`src/rtl/core/wfc_pkg.sv`:
```
// shared constants and controller/datapath interface types for the word frequency counter
package wfc_pkg;

  localparam int DEF_TABLE_ENTRIES   = 256;
  localparam int DEF_WORD_BUFFER_LEN = 64;

  localparam logic [7:0] CHAR_UPPER_A = 8'h41;
  localparam logic [7:0] CHAR_UPPER_Z = 8'h5a;
  localparam logic [7:0] CHAR_LOWER_A = 8'h61;
  localparam logic [7:0] CHAR_LOWER_Z = 8'h7a;

  typedef struct packed {
    logic accept;
    logic search_init;
    logic next_entry;
    logic k_clr;
    logic k_inc;
    logic cp_wr;
    logic hit_wr;
    logic ins_wr;
    logic drop;
  } cmd_t;

  typedef struct packed {
    logic word_end;
    logic len_eq;
    logic let_eq;
    logic last_k;
    logic last_e;
    logic used_zero;
    logic full;
    logic out_free;
  } sts_t;

endpackage

```
`src/rtl/core/wfc_ctrl.sv`:
```
// controller state machine sequencing word build, table search, update and insert
module wfc_ctrl import wfc_pkg::*; (
  input  logic clk,
  input  logic rst,
  input  logic in_valid,
  output logic in_ready,
  input  sts_t sts,
  output cmd_t cmd
);

  localparam logic [3:0] S_IDLE    = 4'd0;
  localparam logic [3:0] S_LEN_RD  = 4'd1;
  localparam logic [3:0] S_LEN_CHK = 4'd2;
  localparam logic [3:0] S_LET_RD  = 4'd3;
  localparam logic [3:0] S_LET_CHK = 4'd4;
  localparam logic [3:0] S_HIT     = 4'd5;
  localparam logic [3:0] S_MISS    = 4'd6;
  localparam logic [3:0] S_CP_RD   = 4'd7;
  localparam logic [3:0] S_CP_WR   = 4'd8;
  localparam logic [3:0] S_INS     = 4'd9;
  localparam logic [3:0] S_DROP    = 4'd10;

  logic [3:0] state;
  logic [3:0] state_next;

  assign in_ready = (state == S_IDLE);

  always_ff @(posedge clk) begin
    if (rst) begin
      state <= S_IDLE;
    end else begin
      state <= state_next;
    end
  end

  always_comb begin
    state_next = state;
    cmd = '0;
    case (state)
      S_IDLE: begin
        if (in_valid) begin
          cmd.accept = 1'b1;
          if (sts.word_end) begin
            cmd.search_init = 1'b1;
            state_next = sts.used_zero ? S_MISS : S_LEN_RD;
          end
        end
      end
      S_LEN_RD: state_next = S_LEN_CHK;
      S_LEN_CHK: begin
        if (sts.len_eq) begin
          cmd.k_clr = 1'b1;
          state_next = S_LET_RD;
        end else begin
          cmd.next_entry = 1'b1;
          state_next = sts.last_e ? S_MISS : S_LEN_RD;
        end
      end
      S_LET_RD: state_next = S_LET_CHK;
      S_LET_CHK: begin
        if (!sts.let_eq) begin
          cmd.next_entry = 1'b1;
          state_next = sts.last_e ? S_MISS : S_LEN_RD;
        end else if (sts.last_k) begin
          state_next = S_HIT;
        end else begin
          cmd.k_inc = 1'b1;
          state_next = S_LET_RD;
        end
      end
      S_HIT: begin
        if (sts.out_free) begin
          cmd.hit_wr = 1'b1;
          state_next = S_IDLE;
        end
      end
      S_MISS: begin
        if (sts.full) begin
          state_next = S_DROP;
        end else begin
          cmd.k_clr = 1'b1;
          state_next = S_CP_RD;
        end
      end
      S_CP_RD: state_next = S_CP_WR;
      S_CP_WR: begin
        cmd.cp_wr = 1'b1;
        if (sts.last_k) begin
          state_next = S_INS;
        end else begin
          cmd.k_inc = 1'b1;
          state_next = S_CP_RD;
        end
      end
      S_INS: begin
        if (sts.out_free) begin
          cmd.ins_wr = 1'b1;
          state_next = S_IDLE;
        end
      end
      S_DROP: begin
        if (sts.out_free) begin
          cmd.drop = 1'b1;
          state_next = S_IDLE;
        end
      end
      default: state_next = S_IDLE;
    endcase
  end

endmodule

```
`config.mk`:
```
export PLATFORM = sky130hd
export DESIGN_NAME = wfc_ctrl
export DESIGN_NICKNAME = d
export VERILOG_FILES = /design/src/rtl/core/wfc_pkg.sv /design/src/rtl/core/wfc_ctrl.sv
export SDC_FILE = /design/constraint.sdc
export NUM_CORES = 1
export LEC_CHECK = 0
export ABC_AREA = 1
export BUFFER_PORTS_ARGS = -buffer_cell sky130_fd_sc_hd__clkbuf_2
export CORE_AREA = 2 2 39 41
export CTS_CLUSTER_SIZE = 28
export DETAILED_ROUTE_END_ITERATION = 16
export DIE_AREA = 0 0 41 43
export GPL_ROUTABILITY_DRIVEN = 0
export PLACE_DENSITY = 0.66
export SLEW_MARGIN = 20
export SYNTH_ARGS = -nofsm -noshare
export SYNTH_HDL_FRONTEND = slang
export SYNTH_SLANG_ARGS = --single-unit
```
`constraint.sdc`:
```
create_clock -name clk -period 3.9 [get_ports clk]
set_clock_uncertainty 0.1 [all_clocks]
set_input_delay 0.195 -clock clk [delete_from_list [all_inputs] [get_ports clk]]
set_output_delay 0.195 -clock clk [all_outputs]
set_load 0.005 [all_outputs]
```
# Yosys cells after proc, flatten, opt, wreduce, memory -nomap -nowiden
# Index checks and enable logic that the tools add are counted.
totals:
  reg_bits: 4
  in_bits: 11
  out_inout_bits: 10
  word_cells: 45
op_classes:
  n_eq_ne: 13
  mux: 28
  n_reduce_logical: 3
op_table:
  columns: ["operator", "count"]
  rows:
  - ["$pmux W4 S9", 1]
  - ["$mux W4", 6]
  - ["$eq A4 B3 Y1 const B", 4]
  - ["$eq A4 B4 Y1 const B", 3]
  - ["$mux W1", 12]
  - ["$mux W3", 4]
  - ["$eq A4 B2 Y1 const B", 2]
  - ["$pmux W1 S2", 3]
  - ["$eq A4 B1 Y1 const B", 1]
  - ["$logic_not A4 Y1", 1]
  - ["$mux W2", 2]
  - ["$ne A2 B1 Y1 const B", 2]
  - ["$reduce_and A3 Y1", 1]
  - ["$reduce_or A3 Y1", 1]
  - ["$ne A2 B2 Y1 const B", 1]

# Logic depth before layout (Yosys ltp)
# Gate-level depths: netlist (run 1).
depth:
  ltp_word: 4
  ltp_mapped: 9
  depth_no_buf: 9

# Worst setup path before layout (run 1)
# No wires, ideal clock.
synth_path:
  kind: "reg2reg"
  start: "register state[3]"
  end: "register state[0]"
  setup_time_ns: 0.070
  arrival_time_ns: 1.083
  required_time_ns: 3.730
  setup_slack_ns: 2.647
  path_stages_with_launch: 8
  n_path_buf: 0
  period_less_slack_ns: 1.253
  path_cell_list: "dfxtp_1 > nor2_2 > nand2_4 > a21oi_4 > inv_2 > nand2_4 > nand2_1 > a21oi_1"
synth_between:
  elab_chain_cells: 4
  elab_cells_between_ends: 17
  classes_between: "13 x eq/ne; 1 x mux; 3 x reduce/logical"
synth_rtl:
  columns: ["element", "line_no", "text"]
  rows:
  - ["start, declared", "wfc_ctrl.sv:23", "logic [3:0] state;"]
  - ["start signal, assigned", "wfc_ctrl.sv:32", "state <= state_next;"]
  - ["$eq A4 B4 Y1 / $eq A4 B3 Y1 (equally long branches)", "wfc_ctrl.sv:39", "case (state)"]
  - ["$reduce_or A3 Y1 (no source line)", null, null]
  - ["$ne A2 B1 Y1 (no source line)", null, null]
  - ["$reduce_and A3 Y1 (no source line)", null, null]
# Parallel ways exist; a longest one is shown, timed or not.
# A chain may end at the register's enable or synchronous reset.

==> results of run 1 <==
## power breakdown
group / internal (uW) / switching [uW]
clock network: 34.3 / 15.1
registers: 55.7 / 24.3
logic: 105 / 174
total: 195 / 214
## per-layer routing
layer	GRT usage (%)	up-vias
met3	0.524	2
met1	17.0	281
li1	-	350
met4	10.0	0
met2	23.4	13
met5	0	-
## synth_stat cells
library cell and instances:
o21ai_1 3, nor3_1 1, a21oi_4 1, dfxtp_1 4, nand2_1 32, inv_2 3, nor2_1 16, nand2_4 2
o22ai_1 1, a21oi_1 5, nand2_2 2, nand3b_1 1, o21ai_0 1, inv_1 15, nand3_1 6, nand3_2 1
nor2_2 5
## kinds of logic (layout without fill, tap and decap cells)
group,count (synthesis),in the layout
simple gates,66,66
compound gates,11,11
flops,4,4
buf+inv,18,41
## cell type report
type / instances / share of cell area (%)
sequential: 4 / 12.2
timing repair buffer: 20 / 15.2
tap: 16 / 3.05
clock buffer: 3 / 3.43
multi-input combinational: 77 / 55.8
inverter: 18 / 10.3
## path summary, 6_finish.rpt
kind / startpoint / end / slack [ns] / cells after the start
setup / recovery: state[1] / cmd[5] / 2.27 / 5
hold / removal: rst / state[0] / 0.07 / 2
setup reg to reg: state[1] / state[0] / 2.47 / 8
hold reg to reg: state[2] / state[2] / 0.43 / 2
## critical path, stage by stage (launching register included)
cell and delay, ns:
dfxtp_1 0.41, inv_2 0.07, nor2_2 0.22, nand3b_1 0.17, o21ai_1 0.10, clkbuf_2 0.12
## through the flow
stage / area (um2) / total power [uW]
floorplan: 514 / 287
global placement: 634 / 361
detailed placement: 634 / 359
CTS: 657 / 412
global route: 657 / 458
finish: 657 / 408
==> results.yml, run 1 <==
grt:
  grt_pass1_wl_mm: 1.79
  overflow: 0
  grt_start_max_net_pins: 8
  track_usage_pct: 14.5
  antenna_found_initial: 0
  grt_pass1_vias: 507
placed_design:
  post-place-ws_ns: 2.47
  dpl.hpwl_mm: 1.00
  io_buffers: 20
  placed_cells: 135
sta:
  finalHoldViolations: 0
  fmax_mhz: 615
  finalCritPeriodShare_pct: 41.7
  setup-violations-final: 0
  rsz0062_at_grt: "false"
  slew_headroom_pct: 79.6
  slew_viol_final: 0
  min_period_ns: 1.63
  setup_ws_ns: 2.27
  finalSetupTns_ns: 0
  fin_hold_ws_ns: 0.0685
  tightest_slew_ns: 0.306
logic_synthesis:
  syn_area_um2: 514
  yosysWarnings: 0
  yosysTopAreaCell: "nand2_1"
  synthSimpleGateAreaFrac_pct: 58.2
  postSynthAreaPerCell_um2: 5.19
  synthTopCellsByArea: "nand2_1, dfxtp_1, nor2_1"
  ys_types: 17
  ys_seq_area_share_pct: 15.6
  synth_top_family_by_area: "simple AND/OR/NAND/NOR gates"
  yosys_register_bits: 4
  synth_compound_area_share_pct: 13.1
  synth_top_area_share_pct: 23.4
  synth_xor_area_share_pct: 0
  synth_nets: 110
  synth-adder-area-share_pct: 0
  synthCells: 99
  synth.area.mux_share_pct: 0
pwr:
  p_leak_uw: 0.000405
  vdd_ir_drop_max_mv: 0.268
  powerDensity_nw_per_um2: 622
worst_setup_path:
  path_max_fanout: 6
  cp-start-kind: "flip-flop"
  crit_arrival_ns: 1.33
  end_kind: "output pin"
  cp.required_ns: 3.61
  crit_type: "flip-flop to output pin"
finish:
  drive_above_1_share_pct: 30.3
  largest_reg_flops: 4
  syn_to_final_growth_pct: 27.7
  final_cell_mix: "nand2_1, clkbuf_2, nor2_1"
  multi_input_area_um2: 367
  top_regs: "state (4)"
  fin_cells: 138
  antenna_cells: 0
  seqCellArea_um2: 80.1
  final_nets: 135
  largest-register: "state"
  final_common_cell: "nand2_1"
  post-route-util_pct: 47.5
  fillers: 159
cts:
  clock_latency_ns: 0.23
  cts_setup_buffers: 0
  ctsHoldBuffers: 0
  cts.clk_slew.worst_paths_ns: 0.04
  cts-root-buf: "clkbuf_4"
  cts_tree: "yes"
  cts_htree_levels: 1
  cts_buffer_depth: 2
  cts_buffers: 3
  cts_resized: 0
  cts_sinks: 4
floorplan:
  dieWidth_um: 41
  die_y_um: 43
  start_util_pct: 37.2
  num_rows: 14
  die_area_um2: 1760
  core_area_um2: 1380
  num_io_pins: 21
outcome:
  status: "finished clean"
detailed_routing:
  wl_met2_um: 592
  vias: 646
  dr.pass1.iters: 4
  wire_per_inst_um: 8.41
  m1WireLength_um: 515
  ant_nets: 0
  routed_via_density: 4.68
  wirelength_mm: 1.16
  dr_wl_met3_um: 43
  top_layer: "met4"
  drt_iter0_markers: 11
  drc: 0
hold_path:
  hp-class: "input port to flip-flop"
flow_run:
  drv_cap: 0
(Power assumes the default switching activity.)
==> run 2: changes to the inputs <==
==> constraint.sdc (replaced) <==
create_clock -name clk -period 1.7 [get_ports clk]
set_clock_uncertainty 0.1 [all_clocks]
set_input_delay 0.085 -clock clk [delete_from_list [all_inputs] [get_ports clk]]
set_output_delay 0.085 -clock clk [all_outputs]
set_load 0.005 [all_outputs]
==> run 2 against run 1 <==
Effect of this change:
- sequential share of layout area shrank 0.18 points
- register-to-register slack lost 2.2 ns
- via count is 0.15% lower
- critical path depth unchanged
- routed wire length up 12%
- flip-flop and latch count is the same
- first-iteration DRC count grew 18%
- non-clock buffer count grew 1
==> results.yml, run 2 (synthesis gave the netlist of run 1 again) <==
outcome:
  status: "finished clean"
finish:
  fin_cells: 139
  post-route-util_pct: 48.2
  final_nets: 136
  fillers: 160
  drive_above_1_share_pct: 30.1
  seqCellArea_um2: 80.1
  largest-register: "state"
  top_regs: "state (4)"
  final_common_cell: "nand2_1"
  multi_input_area_um2: 367
  final_cell_mix: "nand2_1, clkbuf_2, nor2_1"
  antenna_cells: 0
  largest_reg_flops: 4
  syn_to_final_growth_pct: 29.7
sta:
  tightest_slew_ns: 0.339
  rsz0062_at_grt: "false"
  slew_headroom_pct: 77.3
  min_period_ns: 1.52
  setup-violations-final: 0
  fmax_mhz: 657
  finalCritPeriodShare_pct: 89.6
  finalSetupTns_ns: 0
  slew_viol_final: 0
  finalHoldViolations: 0
cts:
  clock_latency_ns: 0.23
  cts_buffers: 3
  cts_sinks: 4
  cts_buffer_depth: 2
  cts-root-buf: "clkbuf_4"
  cts.clk_slew.worst_paths_ns: 0.04
  cts_setup_buffers: 0
  cts_resized: 0
  cts_htree_levels: 1
  ctsHoldBuffers: 1
  cts_tree: "yes"
floorplan:
  die_area_um2: 1760
  num_io_pins: 21
  core_area_um2: 1380
  num_rows: 14
  die_y_um: 43
  start_util_pct: 37.2
  dieWidth_um: 41
worst_setup_path:
  path_max_fanout: 6
  cp.required_ns: 1.51
  end_kind: "output pin"
  crit_start: "state[1]"
  cp-start-kind: "flip-flop"
  crit_type: "flip-flop to output pin"
  crit_arrival_ns: 1.34
  r2r_start: "state[3]"
grt:
  overflow: 0
  antenna_found_initial: 0
  grt_pass1_wl_mm: 2.03
  track_usage_pct: 16.3
  grt_start_max_net_pins: 8
  grt_pass1_vias: 543
placed_design:
  io_buffers: 20
  dpl.hpwl_mm: 1.09
  placed_cells: 135
detailed_routing:
  wire_per_inst_um: 9.37
  wirelength_mm: 1.30
  ant_nets: 0
  vias: 645
  drc: 0
  routed_via_density: 4.64
  dr.pass1.iters: 4
  drt_iter0_markers: 13
pwr:
  p_leak_uw: 0.000409
  powerDensity_nw_per_um2: 1430
  vdd_ir_drop_max_mv: 0.734
hold_path:
  hp-class: "input port to flip-flop"
  hold_path.startpoint: "sts[2]"
flow_run:
  drv_cap: 0
## run 2: cell type report
class                   count  share of cell area [%]
inverters                  18                    10.1
clock buffers               3                    3.38
flip-flops and latches      4                    12.0
well taps                  16                    3.00
repair buffers             21                    16.5
multi-input cells          77                    55.0
## run 2: path summary, 6_finish.rpt
kind | endpoint | slack, ns | depth (start not counted)
max | cmd[5] | 0.18 | 5
min | state[0] | 0.19 | 6
max reg2reg | state[0] | 0.26 | 7
min reg2reg | state[2] | 0.43 | 2
## run 2: worst max-delay path, stage by stage (launching register included)
cell and delay (ns):
dfxtp_1 0.41, inv_2 0.07, nor2_2 0.20, nand2_1 0.14
o21ai_1 0.16, clkbuf_2 0.13
## run 2: metrics by stage
stage | setup WS (ns) | area (um2) | power [uW] | hold WS, ns
after CTS | 0.174 | 667 | 961 | 0.173
after detailed placement | 0.272 | 634 | 835 | 0.215
after global placement | 0.317 | 634 | 831 | 0.197
after floorplan | 0.447 | 514 | 658 | 0.0541
final | 0.178 | 667 | 953 | 0.186
after global routing | 0.0745 | 667 | 1050 | 0.219
## run 2: power breakdown
part / total, uW / internal (uW) / switching, uW
registers: 181 / 128 / 53.4
logic: 657 / 242 / 415
clock network: 115 / 78.8 / 35.8
## run 2: per-layer routing
layer	wire length, um	GRT usage [%]	vias up
met3	51	0	0
met1	593	19.9	275
met4	0	6.00	0
met2	658	28.4	17
li1	-	-	353
met5	0	0	-
